$ cat config.mk
export PLATFORM = sky130hd
export DESIGN_NAME = kiss_ax25_ui_framer_flat
export DESIGN_NICKNAME = d
export VERILOG_FILES = /design/src/rtl/kauf_pkg.sv /design/src/rtl/kauf_ifs.sv /design/src/rtl/kauf_queue.sv /design/src/rtl/kauf_front.sv /design/src/rtl/kauf_back.sv /design/src/rtl/kiss_ax25_ui_framer.sv /design/src/flat_wrapper.sv
export SDC_FILE = /design/constraint.sdc
export NUM_CORES = 1
export LEC_CHECK = 0
export BUFFER_PORTS_ARGS = -buffer_cell sky130_fd_sc_hd__buf_2
export CORE_ASPECT_RATIO = 0.75
export CORE_MARGIN = 2
export CORE_UTILIZATION = 45
export CTS_CLUSTER_DIAMETER = 150
export DETAILED_ROUTE_END_ITERATION = 12
export GPL_ROUTABILITY_DRIVEN = 0
export PLACE_DENSITY = 0.67
export RECOVER_POWER = 50
export SETUP_SLACK_MARGIN = 0.1
export SYNTH_ARGS = -nofsm -noshare
export SYNTH_HDL_FRONTEND = slang
export SYNTH_SLANG_ARGS = --single-unit
export TNS_END_PERCENT = 1
$ cat constraint.sdc
create_clock -name clk -period 8.1 [get_ports clk]
set_clock_uncertainty 0.05 [all_clocks]
set_input_delay 0.81 -clock clk [delete_from_list [all_inputs] [get_ports clk]]
set_output_delay 0.81 -clock clk [all_outputs]
set_load 0.05 [all_outputs]
$ cat src/rtl/kauf_pkg.sv
// ----------------------------------------------------------------------------
// kauf_pkg
// Shared types, constants and header byte lookup for the KISS AX.25 UI framer.
// ----------------------------------------------------------------------------
package kauf_pkg;

	localparam int unsigned BYTE_W         = 8;
	localparam int unsigned CALL_W         = 48;
	localparam int unsigned SSID_W         = 4;
	localparam int unsigned CFG_W          = CALL_W;
	localparam int unsigned REG_IDX_W      = 2;
	localparam int unsigned HDR_LEN        = 16;
	localparam int unsigned HIDX_W         = $clog2(HDR_LEN);
	localparam int unsigned QUEUE_DEPTH_DEF = 4;

	// register indexes
	localparam logic [REG_IDX_W-1:0] REG_DEST_CALL = 2'd0;
	localparam logic [REG_IDX_W-1:0] REG_DEST_SSID = 2'd1;
	localparam logic [REG_IDX_W-1:0] REG_SRC_CALL  = 2'd2;
	localparam logic [REG_IDX_W-1:0] REG_SRC_SSID  = 2'd3;

	// reset values
	localparam logic [CALL_W-1:0] CALL_RESET = 48'h2020_2020_2020;
	localparam logic [SSID_W-1:0] SSID_RESET = 4'd0;

	// KISS and AX.25 codes
	localparam logic [BYTE_W-1:0] FEND      = 8'hC0;
	localparam logic [BYTE_W-1:0] FESC      = 8'hDB;
	localparam logic [BYTE_W-1:0] TFEND     = 8'hDC;
	localparam logic [BYTE_W-1:0] TFESC     = 8'hDD;
	localparam logic [BYTE_W-1:0] KISS_PORT = 8'h00;
	localparam logic [BYTE_W-1:0] SSID_BASE = 8'h60;
	localparam logic [BYTE_W-1:0] UI_CTRL   = 8'h03;
	localparam logic [BYTE_W-1:0] PID_NONE  = 8'hF0;
	localparam logic [BYTE_W-1:0] LOWER_A   = 8'h61;
	localparam logic [BYTE_W-1:0] LOWER_Z   = 8'h7A;
	localparam logic [BYTE_W-1:0] CASE_OFS  = 8'h20;

	typedef struct packed {
		logic [CALL_W-1:0] to_callsign;
		logic [SSID_W-1:0] dest_ssid;
		logic [CALL_W-1:0] from_callsign;
		logic [SSID_W-1:0] src_ssid;
	} cfg_t;

	// one queued item: payload byte plus what the back end must add
	typedef struct packed {
		logic [BYTE_W-1:0] data;
		logic              seg_end;
		logic              start;
	} cmd_t;

	// upper-case and shift one callsign character
	function automatic logic [BYTE_W-1:0] addr_char(input logic [BYTE_W-1:0] c);
		logic [BYTE_W-1:0] u;
		u = (c >= LOWER_A && c <= LOWER_Z) ? c - CASE_OFS : c;
		return {u[BYTE_W-2:0], 1'b0};
	endfunction

	// ssid octet, last flag in bit 0
	function automatic logic [BYTE_W-1:0] ssid_octet(input logic [SSID_W-1:0] ssid,
			input logic last);
		return SSID_BASE | {3'b000, ssid, last};
	endfunction

	// header byte at position idx, before escaping
	function automatic logic [BYTE_W-1:0] hdr_byte(input logic [HIDX_W-1:0] idx,
			input cfg_t cfg);
		logic [BYTE_W-1:0] b;
		case (idx)
			4'd0:  b = addr_char(cfg.to_callsign[47:40]);
			4'd1:  b = addr_char(cfg.to_callsign[39:32]);
			4'd2:  b = addr_char(cfg.to_callsign[31:24]);
			4'd3:  b = addr_char(cfg.to_callsign[23:16]);
			4'd4:  b = addr_char(cfg.to_callsign[15:8]);
			4'd5:  b = addr_char(cfg.to_callsign[7:0]);
			4'd6:  b = ssid_octet(cfg.dest_ssid, 1'b0);
			4'd7:  b = addr_char(cfg.from_callsign[47:40]);
			4'd8:  b = addr_char(cfg.from_callsign[39:32]);
			4'd9:  b = addr_char(cfg.from_callsign[31:24]);
			4'd10: b = addr_char(cfg.from_callsign[23:16]);
			4'd11: b = addr_char(cfg.from_callsign[15:8]);
			4'd12: b = addr_char(cfg.from_callsign[7:0]);
			4'd13: b = ssid_octet(cfg.src_ssid, 1'b1);
			4'd14: b = UI_CTRL;
			default: b = PID_NONE;
		endcase
		return b;
	endfunction

endpackage

$ cat src/rtl/kauf_ifs.sv
// ----------------------------------------------------------------------------
// kauf_ifs
// Valid/ready channels: segment bytes in, KISS line bytes out.
// ----------------------------------------------------------------------------
interface kauf_seg_if;
	logic       valid;
	logic       ready;
	logic [7:0] payload_byte;
	logic       segment_end;

	modport source(output valid, output payload_byte, output segment_end, input ready);
	modport sink(input valid, input payload_byte, input segment_end, output ready);
endinterface

interface kauf_line_if;
	logic       valid;
	logic       ready;
	logic [7:0] line_byte;
	logic       frame_close;
	logic       run_last;

	modport source(output valid, output line_byte, output frame_close, output run_last,
		input ready);
	modport sink(input valid, input line_byte, input frame_close, input run_last,
		output ready);
endinterface

$ cat src/rtl/kauf_queue.sv
// ----------------------------------------------------------------------------
// kauf_queue
// Short flop queue of classified items between the front and back ends.
// ----------------------------------------------------------------------------
module kauf_queue #(
	parameter int unsigned DEPTH = kauf_pkg::QUEUE_DEPTH_DEF
) (
	input  logic           clk,
	input  logic           arst_n,
	input  logic           push,
	input  kauf_pkg::cmd_t push_cmd,
	output logic           full,
	input  logic           pop,
	output logic           not_empty,
	output kauf_pkg::cmd_t head
);
	import kauf_pkg::*;

	localparam int unsigned PTR_W = $clog2(DEPTH);
	localparam int unsigned CNT_W = $clog2(DEPTH + 1);

	cmd_t             entry_q [DEPTH];
	logic [PTR_W-1:0] wr_ptr_q;
	logic [PTR_W-1:0] rd_ptr_q;
	logic [CNT_W-1:0] count_q;

	assign full      = (count_q == CNT_W'(DEPTH));
	assign not_empty = (count_q != '0);
	assign head      = entry_q[rd_ptr_q];

	// storage
	always_ff @(posedge clk) begin
		if (push) begin
			entry_q[wr_ptr_q] <= push_cmd;
		end
	end

	// pointers and fill count
	always_ff @(posedge clk or negedge arst_n) begin
		if (!arst_n) begin
			wr_ptr_q <= '0;
			rd_ptr_q <= '0;
			count_q  <= '0;
		end else begin
			if (push) begin
				wr_ptr_q <= (wr_ptr_q == PTR_W'(DEPTH - 1)) ? '0 : wr_ptr_q + 1'b1;
			end
			if (pop) begin
				rd_ptr_q <= (rd_ptr_q == PTR_W'(DEPTH - 1)) ? '0 : rd_ptr_q + 1'b1;
			end
			if (push && !pop) begin
				count_q <= count_q + 1'b1;
			end else if (pop && !push) begin
				count_q <= count_q - 1'b1;
			end
		end
	end

endmodule

$ cat src/rtl/kauf_front.sv
// ----------------------------------------------------------------------------
// kauf_front
// Accepts segment bytes and tags each with whether it opens a new frame.
// ----------------------------------------------------------------------------
module kauf_front (
	input  logic           clk,
	input  logic           arst_n,
	kauf_seg_if.sink       seg,
	input  logic           full,
	output logic           push,
	output kauf_pkg::cmd_t push_cmd
);
	import kauf_pkg::*;

	logic frame_open_q;

	assign seg.ready        = !full;
	assign push             = seg.valid && !full;
	assign push_cmd.data    = seg.payload_byte;
	assign push_cmd.seg_end = seg.segment_end;
	assign push_cmd.start   = !frame_open_q;

	// frame tracking
	always_ff @(posedge clk or negedge arst_n) begin
		if (!arst_n) begin
			frame_open_q <= 1'b0;
		end else if (push) begin
			frame_open_q <= !seg.segment_end;
		end
	end

endmodule

$ cat src/rtl/kauf_back.sv
// ----------------------------------------------------------------------------
// kauf_back
// Sequencer: open, port, header, escaped payload, close; a byte a cycle if ready.
// ----------------------------------------------------------------------------
module kauf_back (
	input  logic           clk,
	input  logic           arst_n,
	input  kauf_pkg::cfg_t cfg,
	input  logic           not_empty,
	input  kauf_pkg::cmd_t head,
	output logic           pop,
	kauf_line_if.source    line
);
	import kauf_pkg::*;

	typedef enum logic [2:0] {
		PH_OPEN,
		PH_PORT,
		PH_HDR,
		PH_DATA,
		PH_CLOSE
	} phase_t;

	phase_t            phase_q;
	logic              busy_q;
	logic              esc2_q;
	logic [HIDX_W-1:0] hidx_q;
	cmd_t              cur_q;

	logic              out_valid_q;
	logic [BYTE_W-1:0] out_byte_q;
	logic              out_close_q;
	logic              out_last_q;

	logic [BYTE_W-1:0] raw;
	logic              escapable;
	logic              needs_esc;
	logic [BYTE_W-1:0] emit;
	logic              advance;
	logic              step_last;

	// raw byte of the current step
	always_comb begin
		case (phase_q)
			PH_OPEN:  raw = FEND;
			PH_PORT:  raw = KISS_PORT;
			PH_HDR:   raw = hdr_byte(hidx_q, cfg);
			PH_DATA:  raw = cur_q.data;
			PH_CLOSE: raw = FEND;
			default:  raw = FEND;
		endcase
	end

	// escaping
	assign escapable = (phase_q == PH_HDR) || (phase_q == PH_DATA);
	assign needs_esc = escapable && (raw == FEND || raw == FESC);
	always_comb begin
		if (esc2_q) begin
			emit = (raw == FEND) ? TFEND : TFESC;
		end else if (needs_esc) begin
			emit = FESC;
		end else begin
			emit = raw;
		end
	end

	assign advance   = busy_q && (!out_valid_q || line.ready);
	assign step_last = (!needs_esc || esc2_q)
		&& ((phase_q == PH_CLOSE) || (phase_q == PH_DATA && !cur_q.seg_end));
	assign pop       = not_empty && (!busy_q || (advance && step_last));

	// sequencer state, current item and output register
	always_ff @(posedge clk or negedge arst_n) begin
		if (!arst_n) begin
			phase_q     <= PH_OPEN;
			busy_q      <= 1'b0;
			esc2_q      <= 1'b0;
			hidx_q      <= '0;
			cur_q       <= '0;
			out_valid_q <= 1'b0;
			out_byte_q  <= '0;
			out_close_q <= 1'b0;
			out_last_q  <= 1'b0;
		end else begin
			if (advance) begin
				out_valid_q <= 1'b1;
				out_byte_q  <= emit;
				out_close_q <= (phase_q == PH_CLOSE);
				out_last_q  <= step_last;
			end else if (line.ready) begin
				out_valid_q <= 1'b0;
			end

			if (pop) begin
				busy_q  <= 1'b1;
				esc2_q  <= 1'b0;
				hidx_q  <= '0;
				cur_q   <= head;
				phase_q <= head.start ? PH_OPEN : PH_DATA;
			end else if (advance) begin
				if (needs_esc && !esc2_q) begin
					esc2_q <= 1'b1;
				end else begin
					esc2_q <= 1'b0;
					case (phase_q)
						PH_OPEN: phase_q <= PH_PORT;
						PH_PORT: phase_q <= PH_HDR;
						PH_HDR: begin
							if (hidx_q == HIDX_W'(HDR_LEN - 1)) begin
								phase_q <= PH_DATA;
							end
							hidx_q <= hidx_q + 1'b1;
						end
						PH_DATA: begin
							if (cur_q.seg_end) begin
								phase_q <= PH_CLOSE;
							end else begin
								busy_q <= 1'b0;
							end
						end
						default: busy_q <= 1'b0;
					endcase
				end
			end
		end
	end

	assign line.valid       = out_valid_q;
	assign line.line_byte   = out_byte_q;
	assign line.frame_close = out_close_q;
	assign line.run_last    = out_last_q;

endmodule

$ cat src/rtl/kiss_ax25_ui_framer.sv
// ----------------------------------------------------------------------------
// kiss_ax25_ui_framer
// Wraps segment payload bytes into KISS-escaped AX.25 UI frames.
// ----------------------------------------------------------------------------
// Usage:
//   seg  (sink)  : payload bytes, segment_end set on the last byte of a segment.
//   line (source): KISS line bytes; frame_close marks the closing FEND,
//                  run_last marks the final byte produced for an input item.
//   wr_en/wr_index/wr_data set the callsigns and SSIDs; write only while idle.
// An item is accepted at the first edge it is offered while the queue has room.
// The back end sends one line byte per cycle unless line.ready stalls it:
// a plain payload byte gives 1 line byte, an escaped one 2, a segment end adds
// 1, and a frame's first byte adds FEND, port byte and the 16-byte header (18
// to 30 bytes, so at most 33 for one item). An item passes the queue, current
// item and output registers. When line.ready is low the output register holds;
// the queue keeps taking items until it is full, then seg.ready drops.
// Reset clears the queue, the sequencer and the open-frame flag, and loads
// the default callsigns (six spaces) and SSID 0.
// ----------------------------------------------------------------------------
module kiss_ax25_ui_framer #(
	parameter int unsigned QUEUE_DEPTH = kauf_pkg::QUEUE_DEPTH_DEF
) (
	input  logic                              clk,
	input  logic                              arst_n,
	kauf_seg_if.sink                          seg,
	kauf_line_if.source                       line,
	input  logic                              wr_en,
	input  logic [kauf_pkg::REG_IDX_W-1:0]    wr_index,
	input  logic [kauf_pkg::CFG_W-1:0]        wr_data
);
	import kauf_pkg::*;

	cfg_t cfg_q;
	cmd_t push_cmd;
	cmd_t head;
	logic push;
	logic pop;
	logic full;
	logic not_empty;

	// configuration registers
	always_ff @(posedge clk or negedge arst_n) begin
		if (!arst_n) begin
			cfg_q.to_callsign   <= CALL_RESET;
			cfg_q.dest_ssid     <= SSID_RESET;
			cfg_q.from_callsign <= CALL_RESET;
			cfg_q.src_ssid      <= SSID_RESET;
		end else if (wr_en) begin
			case (wr_index)
				REG_DEST_CALL: cfg_q.to_callsign   <= wr_data;
				REG_DEST_SSID: cfg_q.dest_ssid     <= wr_data[SSID_W-1:0];
				REG_SRC_CALL:  cfg_q.from_callsign <= wr_data;
				REG_SRC_SSID:  cfg_q.src_ssid      <= wr_data[SSID_W-1:0];
				default: ;
			endcase
		end
	end

	kauf_front u_front (
		.clk      (clk),
		.arst_n   (arst_n),
		.seg      (seg),
		.full     (full),
		.push     (push),
		.push_cmd (push_cmd)
	);

	kauf_queue #(
		.DEPTH (QUEUE_DEPTH)
	) u_queue (
		.clk       (clk),
		.arst_n    (arst_n),
		.push      (push),
		.push_cmd  (push_cmd),
		.full      (full),
		.pop       (pop),
		.not_empty (not_empty),
		.head      (head)
	);

	kauf_back u_back (
		.clk       (clk),
		.arst_n    (arst_n),
		.cfg       (cfg_q),
		.not_empty (not_empty),
		.head      (head),
		.pop       (pop),
		.line      (line)
	);

`ifndef SYNTHESIS
	// closing FEND is always a raw FEND and ends its item
	a_close_fend: assert property (@(posedge clk) disable iff (!arst_n)
		line.valid && line.frame_close |-> line.line_byte == FEND && line.run_last)
		else $error("frame close without FEND");

	// an escape lead-in byte is never the last byte of an item
	a_fesc_not_last: assert property (@(posedge clk) disable iff (!arst_n)
		line.valid && line.line_byte == FESC |-> !line.run_last && !line.frame_close)
		else $error("escape sequence cut short");

	// queue never pops while empty
	a_pop_nonempty: assert property (@(posedge clk) disable iff (!arst_n)
		pop |-> not_empty)
		else $error("pop from empty queue");
`endif

endmodule

$ cat src/flat_wrapper.sv
// flat-port wrapper written by rule: the top's interface ports become plain ports
module kiss_ax25_ui_framer_flat import kauf_pkg::*;
#(
	parameter int unsigned QUEUE_DEPTH = kauf_pkg::QUEUE_DEPTH_DEF
)
  (clk, arst_n, wr_en, wr_index, wr_data, seg_valid, seg_payload_byte, seg_segment_end, seg_ready, line_valid, line_line_byte, line_frame_close, line_run_last, line_ready);
  kauf_seg_if seg_i ();
  kauf_line_if line_i ();
  input  logic clk;
  input  logic arst_n;
  input  logic wr_en;
  input  logic [kauf_pkg::REG_IDX_W-1:0] wr_index;
  input  logic [kauf_pkg::CFG_W-1:0] wr_data;
  input wire logic [$bits(seg_i.valid)-1:0] seg_valid;
  input wire logic [$bits(seg_i.payload_byte)-1:0] seg_payload_byte;
  input wire logic [$bits(seg_i.segment_end)-1:0] seg_segment_end;
  output wire logic [$bits(seg_i.ready)-1:0] seg_ready;
  output wire logic [$bits(line_i.valid)-1:0] line_valid;
  output wire logic [$bits(line_i.line_byte)-1:0] line_line_byte;
  output wire logic [$bits(line_i.frame_close)-1:0] line_frame_close;
  output wire logic [$bits(line_i.run_last)-1:0] line_run_last;
  input wire logic [$bits(line_i.ready)-1:0] line_ready;
  assign seg_i.valid = seg_valid;
  assign seg_i.payload_byte = seg_payload_byte;
  assign seg_i.segment_end = seg_segment_end;
  assign seg_ready = seg_i.ready;
  assign line_valid = line_i.valid;
  assign line_line_byte = line_i.line_byte;
  assign line_frame_close = line_i.frame_close;
  assign line_run_last = line_i.run_last;
  assign line_i.ready = line_ready;
  kiss_ax25_ui_framer #(.QUEUE_DEPTH(QUEUE_DEPTH)) u_core (.clk(clk), .arst_n(arst_n), .seg(seg_i), .line(line_i), .wr_en(wr_en), .wr_index(wr_index), .wr_data(wr_data));
endmodule
* Word-level counts from Yosys, hierarchy flattened
Memory sizes are Yosys's and may differ from the RTL's.
Cells that the tools add are included.
** Storage, ports and cells
- Bits in registers :: 141
- RAM bits :: 40
- Output and inout port bits :: 12
- Logic and storage cells :: 191
- Memories :: 1
** Memory list
- u_core.u_queue.entry_q :: words 4, bits a word 10, rd ports 1, clocked after Yosys merged registers in 0, write ports 1, RTL line kauf_queue.sv:22 : cmd_t entry_q [DEPTH];
** Cells by class
- $add $sub $neg :: 17
- $lt $le $gt $ge :: 24
- Equal/unequal tests :: 32
- Multiplexer cells :: 44
- Reductions and logical operators :: 55
** Operators with widths (count)
- 8-bit one-hot mux with 15 select lines :: 1
- 8-bit by 7-bit greater-or-equal comparator with 1-bit output (second input constant) :: 12
- 8-bit by 7-bit less-or-equal comparator with 1-bit output (second input constant) :: 12
- 7-bit 2-to-1 mux :: 12
- 7-bit by 6-bit subtractor with 7-bit output (second input constant) :: 12
- 4-bit equality test (second input constant) :: 8
- 8-bit one-hot mux with 3 select lines :: 1
- 1-bit logical AND :: 22
- 3-bit 2-to-1 mux :: 7
- 4-bit by 3-bit equality test with 1-bit output (second input constant) :: 4
- 8-bit equality test (second input constant) :: 2
- 4-bit 2-to-1 mux :: 4
- 8-bit 2-to-1 mux :: 2
- 1-bit 2-to-1 mux :: 12
- 3-bit one-hot mux with 4 select lines :: 1
- 1-bit zero test :: 10
- 2-bit equality test (second input constant) :: 4
- 4-bit by 2-bit equality test with 1-bit output (second input constant) :: 2
- 2-bit AND reduction :: 4
- 2-bit nonzero test :: 4
- 3-bit by 2-bit equality test with 1-bit output (second input constant) :: 2
- 3-bit equality test (second input constant) :: 2
- 1-bit logical OR :: 6
- 2-bit 2-to-1 mux :: 3
- other kinds (20) :: 23

* Depth between registers and ports, before layout
Gate-level depths: netlist of the first run.
- Depth after elaboration :: 17
- Depth in mapped cells :: 20

* Modules after synthesis
A second synthesis of the first run with hierarchy kept.
** Second synthesis, totals
- Cells, all modules :: 677
- Area total of the unflattened synthesis :: 8699.6 um^2
** By module, submodules not included
- kiss_ax25_ui_framer :: instances 1, cells an instance 222, area each 3893.7 um^2, seq. area each 2617.5 um^2
- kauf_back :: instances 1, cells an instance 352, area each 2817.7 um^2, seq. area each 725.7 um^2
- kauf_queue :: instances 1, cells an instance 89, area each 1864.3 um^2, seq. area each 1376.3 um^2
- kauf_front :: instances 1, cells an instance 14, area each 123.9 um^2, seq. area each 25.0 um^2

* Least setup slack after synthesis of the first run
No wires, ideal clock.
- Path type :: register -> register
- Start :: reg u_core.u_back.hidx_q[0]
- End :: reg u_core.u_queue.count_q[2]
- Setup time :: 79 ps
- Arrival time :: 3846 ps
- Required time :: 7971 ps
- Slack :: 4125 ps
- Stages on the path, launching flop included :: 20
- Path buffers :: 2
- Period minus slack after synthesis :: 3975 ps
- Path through :: dfrtp_1 > inv_1 > ha_1 > buf_6 > or3_4 > o21ai_4 > a21oi_2 > a31oi_4 > or4b_4 > nor4b_4 > a21oi_2 > o21a_1 > buf_6 > inv_2 > ha_1 > inv_1 > fa_1 > xor2_1 > nor2_1 > xor2_1
** On the way
- Word-level cells in the longest chain between the ends :: 15
- Elaborated cells on any way between the ends :: 32
** RTL lines
- from (decl) :: RTL line kauf_back.sv:27 : logic [HIDX_W-1:0] hidx_q;
- from (signal assigned) :: RTL line kauf_back.sv:112 : hidx_q <= hidx_q + 1'b1;
- 4-bit equality test (tied with other cells) :: RTL line kauf_pkg.sv:70 : case (idx)
- 8-bit one-hot mux with 15 select lines * :: RTL line kauf_pkg.sv:70
- 8-bit one-hot mux with 3 select lines * :: RTL line kauf_back.sv:44 : case (phase_q)
- 8-bit equality test :: RTL line kauf_back.sv:56 : assign needs_esc = escapable && (raw == FEND || raw == FESC);
- 1-bit logical OR * :: RTL line kauf_back.sv:56
- 1-bit logical AND * :: RTL line kauf_back.sv:56
- 1-bit zero test * :: RTL line kauf_back.sv:68 : assign step_last = (!needs_esc || esc2_q)
- 1-bit logical OR * :: RTL line kauf_back.sv:68
- 1-bit logical AND * :: RTL line kauf_back.sv:69 : && ((phase_q == PH_CLOSE) || (phase_q == PH_DATA && !cur_q.seg_end));
- 1-bit logical AND * :: RTL line kauf_back.sv:70 : assign pop = not_empty && (!busy_q || (advance && step_last));
- 1-bit logical OR * :: RTL line kauf_back.sv:70
- 1-bit logical AND * :: RTL line kauf_back.sv:70
- 1-bit zero test :: RTL line kauf_queue.sv:51 : if (push && !pop) begin
- 1-bit logical AND :: RTL line kauf_queue.sv:51
- 3-bit 2-to-1 mux or 2-bit nonzero test (tied branches)
- to (signal assigned) :: RTL line kauf_queue.sv:52 : count_q <= count_q + 1'b1;
- to (signal assigned) :: RTL line kauf_queue.sv:54 : count_q <= count_q - 1'b1;
- to (decl) :: RTL line kauf_queue.sv:25 : logic [CNT_W-1:0] count_q;
Every way passes the cells marked *; elsewhere a longest branch is shown, timed or not.
A chain may end at the register's enable or synchronous reset.

* Final worst setup path of the first run
- Start :: reg u_core.u_back.hidx_q[0]
- End :: reg u_core.u_queue.count_q[1]
Same word-level chain as after synthesis.

==> results of run 1 <==
==> cells by family after synthesis <==
family / count (synthesis) / synth area share, %
AOI/OAI and AO/OA: 143 / 11.4
DFF: 181 / 55.4
xor gates and xnor gates: 5 / 0.512
muxes: 136 / 19.3
buffers and inverters: 50 / 2.70
and+or+nand+nor: 147 / 9.05
adders and majority gates: 11 / 1.70
==> state kept, by name, indices dropped and copies added (netlist names) <==
signal	flops
u_core.u_queue.wr_ptr_q	2
u_core.u_queue.count_q	3
u_core.u_queue.rd_ptr_q	2
u_core.u_back.line.line_byte	8
u_core.u_back.line.valid	1
u_core.cfg_q	104
u_core.u_back.hidx_q	4
u_core.u_back.phase_q	3
u_core.u_front.frame_open_q	1
u_core.u_back.busy_q	1
u_core.u_back.esc2_q	1
u_core.u_back.cur_q	9
u_core.u_queue.entry_q	40
u_core.u_back.line.run_last	1
u_core.u_back.line.frame_close	1
==> power groups by stage <==
stage | sequential (uW) | combinational (uW) | clock, uW
3_5_place_dp | 1420 | 1090 | 0
4_1_cts | 1410 | 1100 | 804
3_3_place_gp | 1410 | 1050 | 0
2_1_floorplan | 1380 | 821 | 0
6_report | 1410 | 1110 | 792
5_1_grt | 1440 | 1200 | 841
==> routing by layer <==
layer	share of wire [%]	GRT usage, %	vias up
met5	0.043	0	-
met4	0.99	5.59	2
met3	8.8	6.04	22
met2	42	30.5	259
met1	48	33.3	3000
li1	-	-	2650
==> worst max-delay path: cells and delay by family, from the launching register on <==
| family | cells | cell delay [ps] |
|---|---|---|
| compound gates | 3 | 1210 |
| buf+inv | 3 | 390 |
| simple gates | 5 | 1210 |
| mux | 1 | 280 |
| flops | 1 | 430 |
| fa+ha+maj | 3 | 1490 |
==> per-stage QoR <==
stage                     total power (uW)  worst slack, ps
after floorplan                       2200             4120
after global placement                2460             3320
after detailed placement              2510             3050
after CTS                             3310             3030
after global routing                  3490             2700
final                                 3310             2940
==> layout make-up <==
class,instances,area [um2]
fill,1586,8940
sequential,181,4740
multi-input combinational,442,3590
clock buffer,25,480
timing repair buffer,78,375
tap,247,309
clock inverter,6,73.8
inverter,15,56.3
==> layout by cell type, fill, tap and decap left out, types with 5 or more instances in the layout <==
cell,netlist,routed
dfrtp_1,129,129
mux2_2,104,104
buf_2,5,63
nand2_1,47,47
edfxtp_1,40,40
a21oi_1,34,34
nor2_1,29,29
o21ai_0,21,21
clkbuf_1,20,18
a22oi_1,17,17
clkbuf_16,0,17
inv_1,13,13
or4_1,12,12
dfstp_2,12,12
mux2i_1,11,11
nand3_1,11,11
o22ai_1,10,10
mux4_2,10,10
ha_1,10,10
nand2b_1,9,9
o2111ai_1,9,9
and3_1,8,8
nor2b_1,7,7
a31oi_1,6,6
mux2_1,6,6
nor3b_1,5,5
mux2_4,5,5
==> how the worst max path moves through the flow <==
stage	to	start	depth (start not counted)
6_report	u_core.u_queue.count_q[1]	u_core.u_back.hidx_q[0]	15
5_1_grt	u_core.u_queue.count_q[1]	u_core.u_back.hidx_q[1]	15
4_1_cts	u_core.u_queue.count_q[2]	u_core.u_back.hidx_q[0]	16
3_5_place_dp	u_core.u_queue.count_q[2]	u_core.u_back.hidx_q[0]	16
3_3_place_gp	u_core.u_queue.count_q[2]	u_core.u_back.hidx_q[0]	16
2_1_floorplan	u_core.u_queue.count_q[2]	u_core.u_back.hidx_q[0]	19
==> run_results.csv, run 1 <==
group,metric,value,unit
clock_network,clock_sinks,181,
floorplanning,io_pins,76,
yosys,ys_top_cells_by_count,"129 x dfrtp_1, 104 x mux2_2, 47 x nand2_1",
critical_path,timing.rr.end,"u_core.u_queue.count_q[1]",
flow_run,maxCapViolCount,3,
routing,wl_per_cell,20.9,um
timing,min_period_over_period,63.7,%
yosys,synth_cells,673,
power,power.density,344,nW/um2
placed_design,dp.cells,963,
placed_design,dpl_cell_area,9100,um2
power,swShare,36.5,%
power,seqPwrFrac,42.6,%
routing,drtIter0Drc,598,
critical_path,crit_slowest_cell,"ha_1",
worst_hold_path,hold_path.startpoint,"u_core.u_back.line.line_byte[7]",
final_layout,final_nets,810,
power,ir_drop,0.000240,V
worst_hold_path,holdPathEnd,"u_core.u_back.line.line_byte[7]",
clock_network,tritoncts,"built",
floorplanning,die_h,123,um
floorplanning,start_util,46.1,%
global_routing,grt.overflow.total,0,
global_routing,first_global_vias,5839,
routing,drt_pre_antenna_iters,5,
routing,remaining_drc_errors,0,
yosys,synth_nets,748,
yosys,synth_area_leaders,"dfrtp_1 38%, edfxtp_1 14%, mux2_2 14%, dfstp_2 3.7%, mux4_2 2.6%",
yosys,async_flop_share,77.9,%
yosys,synth_top_area_share,37.7,%
routing,num_vias,5933,
critical_path,cp_cell_sequence,"inv_1, ha_1, nor2_1, nor3_1, o22a_1, nand4_1, nor4_1, nor4b_4, a21oi_2, o21a_1, inv_2, ha_1, inv_1, fa_1, mux2_2",
placed_design,dp_hpwl,15000,um
critical_path,worstReg2RegStart,"u_core.u_back.hidx_q[0]",
yosys,seq_area_frac_synth,55.4,%
timing,worst_pin_slew,4200,ps
timing,setup_viol,0,
outcome,violations,"max-capacitance violations, max-slew violations",
timing,hold_violations,0,
yosys,ys_ff_latch,181,
power,p_int,2100,uW
routing,via_per_inst,5.97,
global_routing,grt_start_max_net_pins,79,
final_layout,fin_util,51.9,%
critical_path,end_kind,"flip-flop",
worst_hold_path,hold_depth,2,
yosys,post-synth-top-count-cell,"dfrtp_1",
critical_path,start_kind,"flip-flop",
power,clkPwrFrac,23.9,%
final_layout,diodes,0,
global_routing,grt.total_usage,21.8,%
routing,ant_nets,0,
final_layout,drive_above_1_share,30.9,%
clock_network,postCtsSetupRepairBufs,0,
clock_network,numCtsBuffers,17,
critical_path,rr_worst_depth,15,
yosys,syn_avg_cell_area,12.7,um2
routing,drt-total-wl,20800,um
critical_path,worstPathArrival,5420,ps
placed_design,portBuffers,75,
global_routing,antenna_found_initial,1,
timing,slew_viol_final,179,
global_routing,grt_first_pass_wirelength,33200,um
yosys,yosysTopAreaCell,"dfrtp_1",
floorplanning,die_w,163,um
critical_path,r2r_slack,2940,ps
critical_path,path_class,"reg -> reg",
clock_network,cts_root_buf,"clkbuf_16",
timing,holdWs,434,ps
power,switchingPower,1210,uW
timing,relSlewSlack,-180,%
clock_network,cts_max_level,4,
timing,post-route-min-period,5160,ps
final_layout,final_cell_count_no_fill,994,
clock_network,cts_resized,0,
floorplanning,core-area,18600,um2
clock_network,clk_pin_slew,70,ps
timing,finalSetupTns,0,ps
clock_network,cts.path.max_buffers,2,
clock_network,clock_latency,430,ps
floorplanning,die_area,20200,um2
yosys,synthFlopType,"dfrtp_1",
clock_network,cts_hold_buf,0,
outcome,run_status,"finished, violations left",
worst_hold_path,hold_class,"reg -> reg",
critical_path,path_max_fanout,25,
critical_path,slowest_delay,780,ps
yosys,ys.warnings.count,0,
yosys,synth-edff-count,40,
floorplanning,rows,43,
final_layout,final_area,9630,um2
critical_path,required,8370,ps
timing,max_freq,194,MHz
power,combPwrFrac,33.4,%
final_layout,area_delta_synth_final,12.4,%
yosys,synthDistinctLibCells,68,
yosys,syn_area,8560,um2
timing,rsz0062_at_grt,"false",
power,p_leak,0.00384,uW
Power figures use the tool's default switching activity.
==> run 2, diff against run 1 <==
==> constraint.sdc (replaced) <==
create_clock -name clk -period 5 [get_ports clk]
set_clock_uncertainty 0.05 [all_clocks]
set_input_delay 0.5 -clock clk [delete_from_list [all_inputs] [get_ports clk]]
set_output_delay 0.5 -clock clk [all_outputs]
set_load 0.05 [all_outputs]
==> run 2 against run 1 <==
The run still ends with max-capacitance violations, max-slew violations left. Die area stayed put. Fmax is 11% higher. Combinational power is 64% higher.
==> run_results.csv, run 2 (synthesis gave the netlist of run 1 again) <==
group,metric,value,unit
outcome,run_status,"finished, violations left",
outcome,violations,"max-capacitance violations, max-slew violations",
global_routing,grt_start_max_net_pins,102,
final_layout,nFillCells,1611,
clock_network,cts_resized,0,
floorplanning,io_pins,76,
routing,num_vias,6033,
final_layout,top_regs,"u_core.cfg_q x104, u_core.u_queue.entry_q x40, u_core.u_back.cur_q x9",
worst_hold_path,hold_class,"in -> reg",
timing,slew_viol_final,202,
timing,setup_viol,0,
global_routing,first_global_vias,6028,
clock_network,cts.path.max_buffers,2,
global_routing,grt.overflow.total,0,
flow_run,maxCapViolCount,3,
timing,hold_violations,0,
final_layout,final_common_cell,"dfrtp_1",
floorplanning,rows,43,
final_layout,drive_above_1_share,31.9,%
power,ir_drop,0.000524,V
timing,post-route-min-period,4630,ps
final_layout,top_register,"u_core.cfg_q",
routing,via_per_inst,6.04,
final_layout,layout_common_cells,"129 x dfrtp_1, 104 x mux2_2, 64 x buf_2",
floorplanning,start_util,46.1,%
timing,worst_pin_slew,2880,ps
floorplanning,die_h,123,um
clock_network,clock_sinks,181,
critical_path,required,5300,ps
routing,drt_pre_antenna_iters,5,
clock_network,clk_pin_slew,70,ps
floorplanning,die_w,163,um
global_routing,grt_first_pass_wirelength,33700,um
placed_design,dp_hpwl,15200,um
routing,drtIter0Drc,633,
critical_path,start_kind,"flip-flop",
routing,drt-total-wl,21100,um
critical_path,end_kind,"flip-flop",
critical_path,worstPathArrival,4930,ps
final_layout,fin_util,52.5,%
final_layout,area_delta_synth_final,13.7,%
timing,max_freq,216,MHz
clock_network,cts_hold_buf,0,
timing,finalSetupTns,0,ps
placed_design,portBuffers,75,
global_routing,grt.total_usage,22.2,%
floorplanning,core-area,18600,um2
clock_network,numCtsBuffers,17,
clock_network,cts_root_buf,"clkbuf_16",
power,p_leak,0.00390,uW
timing,relSlewSlack,-91.7,%
final_layout,final_nets,814,
clock_network,postCtsSetupRepairBufs,0,
clock_network,tritoncts,"built",
timing,min_period_over_period,92.6,%
routing,ant_nets,0,
critical_path,path_max_fanout,18,
clock_network,cts_max_level,4,
final_layout,largest_register_ff_count,104,
critical_path,path_class,"reg -> reg",
global_routing,antenna_found_initial,0,
floorplanning,die_area,20200,um2
power,finalPower,5540,uW
power,power.density,569,nW/um2
timing,rsz0062_at_grt,"false",
routing,wl_per_cell,21.2,um
final_layout,diodes,0,
routing,remaining_drc_errors,0,
clock_network,clock_latency,440,ps
[run 2: cell count changes in the layout (fill, tap and decap cells not counted), sizes merged]
| cell | delta |
|---|---|
| bufinv | +3 |
| clkbuf | -8 |
| buf | +5 |
| clkinvlp | +2 |
| inv | +3 |
[run 2: area by class of cell]
| type | count | area, um2 | share of cell area, % |
|---|---|---|---|
| sequential | 181 | 4740 | 48.7 |
| multi-input combinational | 442 | 3590 | 36.9 |
| clock buffer | 18 | 429 | 4.41 |
| timing repair buffer | 82 | 408 | 4.19 |
| tap | 247 | 309 | 3.17 |
| clock inverter | 14 | 200 | 2.06 |
| inverter | 15 | 56.3 | 0.578 |
[run 2: per-stage QoR]
step	worst slack [ps]	area, um2	hold slack [ps]	cells
3_5_place_dp	430	9140	410	967
5_1_grt	144	9740	244	999
6_report	372	9740	252	999
4_1_cts	365	9760	161	999
2_1_floorplan	1020	8560	154	673
3_3_place_gp	716	9140	407	967
[run 2: worst paths after layout]
path,startpoint,end,slack (ps),depth (start not counted)
setup / recovery,u_core.u_back.hidx_q[0],u_core.u_queue.count_q[2],370,17
max in group asynchronous,arst_n,u_core.cfg_q[41],2540,2
min in group asynchronous,arst_n,u_core.cfg_q[35],760,1
hold / removal,wr_data[13],u_core.cfg_q[17],250,2
hold reg to reg,u_core.u_back.line.line_byte[6],u_core.u_back.line.line_byte[6],440,2
setup reg to reg,u_core.u_back.hidx_q[0],u_core.u_queue.count_q[2],370,17
[run 2: report_power, final]
group	leakage (uW)	switching (uW)	internal [uW]
combinational	0.00156	1020	795
clock	0.000300	597	845
sequential	0.00203	385	1900
[run 2: routing by layer]
metal	wire length, um	share of wire, %	vias up	GRT usage [%]
li1	-	-	2657	-
met1	9950	47	3038	32.9
met2	9030	43	310	32.0
met3	1860	8.8	28	6.17
met4	303	1.4	0	6.31
met5	0	0	-	0
[run 2: worst max-delay path, stage by stage (launching register included)]
cell and delay, ps:
dfrtp_1 430, inv_1 120, ha_1 620, a22oi_1 210
o22ai_1 160, a21oi_1 190, a31oi_4 260, or4b_4 500
nor4b_4 360, a21oi_2 160, o21a_1 230, inv_2 110
ha_1 210, inv_1 80, fa_1 380, xor2_1 170
nor2_1 130, xor2_1 170
==> run 3, diff against run 2 <==
--- a/config.mk
+++ b/config.mk
@@ -8,11 +8,12 @@
 export BUFFER_PORTS_ARGS = -buffer_cell sky130_fd_sc_hd__buf_2
 export CORE_ASPECT_RATIO = 0.75
 export CORE_MARGIN = 2
-export CORE_UTILIZATION = 45
+export CORE_UTILIZATION = 40
 export CTS_CLUSTER_DIAMETER = 150
+export CTS_CLUSTER_SIZE = 40
 export DETAILED_ROUTE_END_ITERATION = 12
 export GPL_ROUTABILITY_DRIVEN = 0
-export PLACE_DENSITY = 0.67
+export PLACE_DENSITY = 0.61
 export RECOVER_POWER = 50
 export SETUP_SLACK_MARGIN = 0.1
 export SYNTH_ARGS = -nofsm -noshare
==> run 3 against run 2 <==
The run still ends with max-capacitance violations, max-slew violations left. Largest power group unchanged. Sequential cell count unchanged. Core utilization decreased by 6.1 points. Final cell count increased by 4.3%. Global-route usage decreased by 2.7 points. Fmax decreased by 0.35%. Sequential share of layout area decreased by 0.13 points. Clock power decreased by 6%. Via count decreased by 1.3%. Clock-buffer cell count decreased by 1. Die area increased by 12%. Power decreased by 2.1%.
==> run_results.csv, run 3 (synthesis gave the netlist of run 1 again) <==
group,metric,value,unit
outcome,run_status,"finished, violations left",
outcome,violations,"max-capacitance violations, max-slew violations",
routing,drtIter0Drc,569,
critical_path,end_kind,"flip-flop",
final_layout,nFillCells,1921,
power,p_int,3390,uW
power,p_leak,0.00388,uW
timing,slew_viol_final,190,
power,combPwrFrac,33.3,%
timing,max_freq,215,MHz
critical_path,crit_slowest_cell,"ha_1",
flow_run,maxCapViolCount,3,
floorplanning,die_area,22600,um2
routing,drt-total-wl,21200,um
power,seqPwrFrac,41.9,%
routing,num_vias,5955,
clock_network,cts_root_buf,"clkbuf_16",
final_layout,top_regs,"u_core.cfg_q x104, u_core.u_queue.entry_q x40, u_core.u_back.cur_q x9",
critical_path,cp_cell_sequence,"inv_1, ha_1, a22oi_1, o22ai_1, a21oi_1, a31oi_4, or4b_4, nor4b_4, a21oi_2, o21a_1, inv_2, ha_1, inv_1, fa_1, xor2_1, nor2_1, xor2_1",
critical_path,path_buf_inv,3,
clock_network,postCtsSetupRepairBufs,0,
power,power.density,556,nW/um2
placed_design,dp_hpwl,15500,um
routing,wl_per_cell,20.4,um
worst_hold_path,hold_path.startpoint,"wr_data[6]",
final_layout,final_nets,816,
floorplanning,io_pins,76,
timing,post-route-min-period,4640,ps
critical_path,slowest_delay,750,ps
routing,ant_nets,0,
final_layout,largest_register_ff_count,104,
clock_network,clock_sinks,181,
power,swShare,37.4,%
timing,relSlewSlack,-93.6,%
clock_network,numCtsBuffers,17,
critical_path,required,5310,ps
floorplanning,start_util,40.6,%
clock_network,cts.path.max_buffers,2,
critical_path,worstPathArrival,4950,ps
placed_design,dp.cells,1009,
critical_path,crit_family,"adder cells",
final_layout,area_delta_synth_final,14.0,%
final_layout,drive_above_1_share,31.7,%
critical_path,worstReg2RegStart,"u_core.u_back.hidx_q[1]",
clock_network,tritoncts,"built",
timing,setup_viol,0,
power,switchingPower,2030,uW
final_layout,diodes,0,
critical_path,start_kind,"flip-flop",
global_routing,first_global_vias,5884,
global_routing,grt.overflow.total,0,
global_routing,grt_start_max_net_pins,70,
final_layout,final_cell_count_no_fill,1042,
timing,rsz0062_at_grt,"false",
global_routing,antenna_found_initial,0,
routing,via_per_inst,5.71,
timing,worst_pin_slew,2900,ps
clock_network,clk_pin_slew,70,ps
power,clkPwrFrac,24.9,%
timing,finalSetupTns,0,ps
clock_network,clock_latency,440,ps
floorplanning,die_w,173,um
routing,remaining_drc_errors,0,
global_routing,grt_first_pass_wirelength,33700,um
clock_network,cts_max_level,4,
final_layout,layout_common_cells,"129 x dfrtp_1, 104 x mux2_2, 59 x buf_2",
worst_hold_path,hold_class,"in -> reg",
critical_path,path_class,"reg -> reg",
floorplanning,rows,46,
critical_path,path_max_fanout,23,
placed_design,portBuffers,75,
final_layout,final_common_cell,"dfrtp_1",
final_layout,top_register,"u_core.cfg_q",
timing,min_period_over_period,92.9,%
timing,hold_violations,0,
floorplanning,core-area,21100,um2
floorplanning,die_h,131,um
routing,drt_pre_antenna_iters,5,
critical_path,crit_start,"u_core.u_back.hidx_q[1]",
power,ir_drop,0.000396,V
global_routing,grt.total_usage,19.5,%
-- run 3: cell types whose count changed in the layout (fill, tap and decap cells not counted) --
cell / previous run / this run
clkinv_8: 0 / 1
clkinv_4: 2 / 4
inv_8: 2 / 4
nor3b_2: 0 / 1
clkbuf_1: 13 / 17
clkbuf_2: 1 / 2
nor3b_1: 5 / 4
dlygate4sd3_1: 0 / 1
buf_2: 64 / 59
clkinvlp_4: 2 / 0
clkinv_1: 2 / 1
bufinv_16: 4 / 1
inv_6: 2 / 4
-- run 3: area by class of cell --
| cell class | instances | area (um2) | share of cell area (%) |
|---|---|---|---|
| clock inverter | 15 | 165 | 1.69 |
| timing repair buffer | 84 | 417 | 4.27 |
| tap | 288 | 360 | 3.69 |
| clock buffer | 17 | 425 | 4.36 |
| multi-input combinational | 442 | 3590 | 36.8 |
| sequential | 181 | 4740 | 48.6 |
| inverter | 15 | 56.3 | 0.577 |
-- run 3: through the flow --
stage	area, um2	hold WS (ps)	util [%]	power, uW	worst slack (ps)
2_1_floorplan	8560	154	-	3560	1020
3_3_place_gp	9190	238	43.6	4020	622
3_5_place_dp	9190	238	43.6	4080	370
4_1_cts	9790	212	46.5	5440	366
5_1_grt	9760	237	46.3	5730	121
6_report	9760	255	46.3	5420	356
-- run 3: path summary, 6_finish.rpt --
kind	slack [ps]	endpoint	cells past startpoint
worst max register to register	360	u_core.u_queue.count_q[2]	17
worst max-delay path	360	u_core.u_queue.count_q[2]	17
worst min register to register	430	u_core.u_front.frame_open_q	2
max in group asynchronous	2520	u_core.u_back.hidx_q[3]	3
min in group asynchronous	400	u_core.cfg_q[78]	2
worst min-delay path	250	u_core.cfg_q[10]	2
-- run 3: layer usage --
metal	share of wire [%]	vias up	global-route usage (%)	wire length (um)
met2	42	221	27.7	9010
met5	0	-	0	0
met1	50	3042	29.6	10500
met4	1.3	0	5.53	269
li1	-	2670	-	-
met3	6.8	22	4.69	1440
-- run 3: timing repair --
item,in CTS,in global routing
gates resized for setup,0,1
hold endpoints to repair,4,0
endpoints found under the setup margin,0,1
hold buffers,1,0
-- run 3: worst register-to-register path, cell delays in order, from the launching register on --
cell and delay [ps]:
dfrtp_1 420, inv_1 120, ha_1 750, a22oi_1 180, o22ai_1 160, a21oi_1 180, a31oi_4 260, or4b_4 510
nor4b_4 380, a21oi_2 160, o21a_1 230, inv_2 110, ha_1 200, inv_1 60, fa_1 370, xor2_1 170
nor2_1 110, xor2_1 160
-- run 3: power groups by stage --
stage	clock (uW)	combinational (uW)	sequential, uW
3_3_place_gp	0	1740	2280
6_report	1350	1800	2270
3_5_place_dp	0	1790	2290
4_1_cts	1370	1800	2270
2_1_floorplan	0	1330	2230
5_1_grt	1440	1970	2320
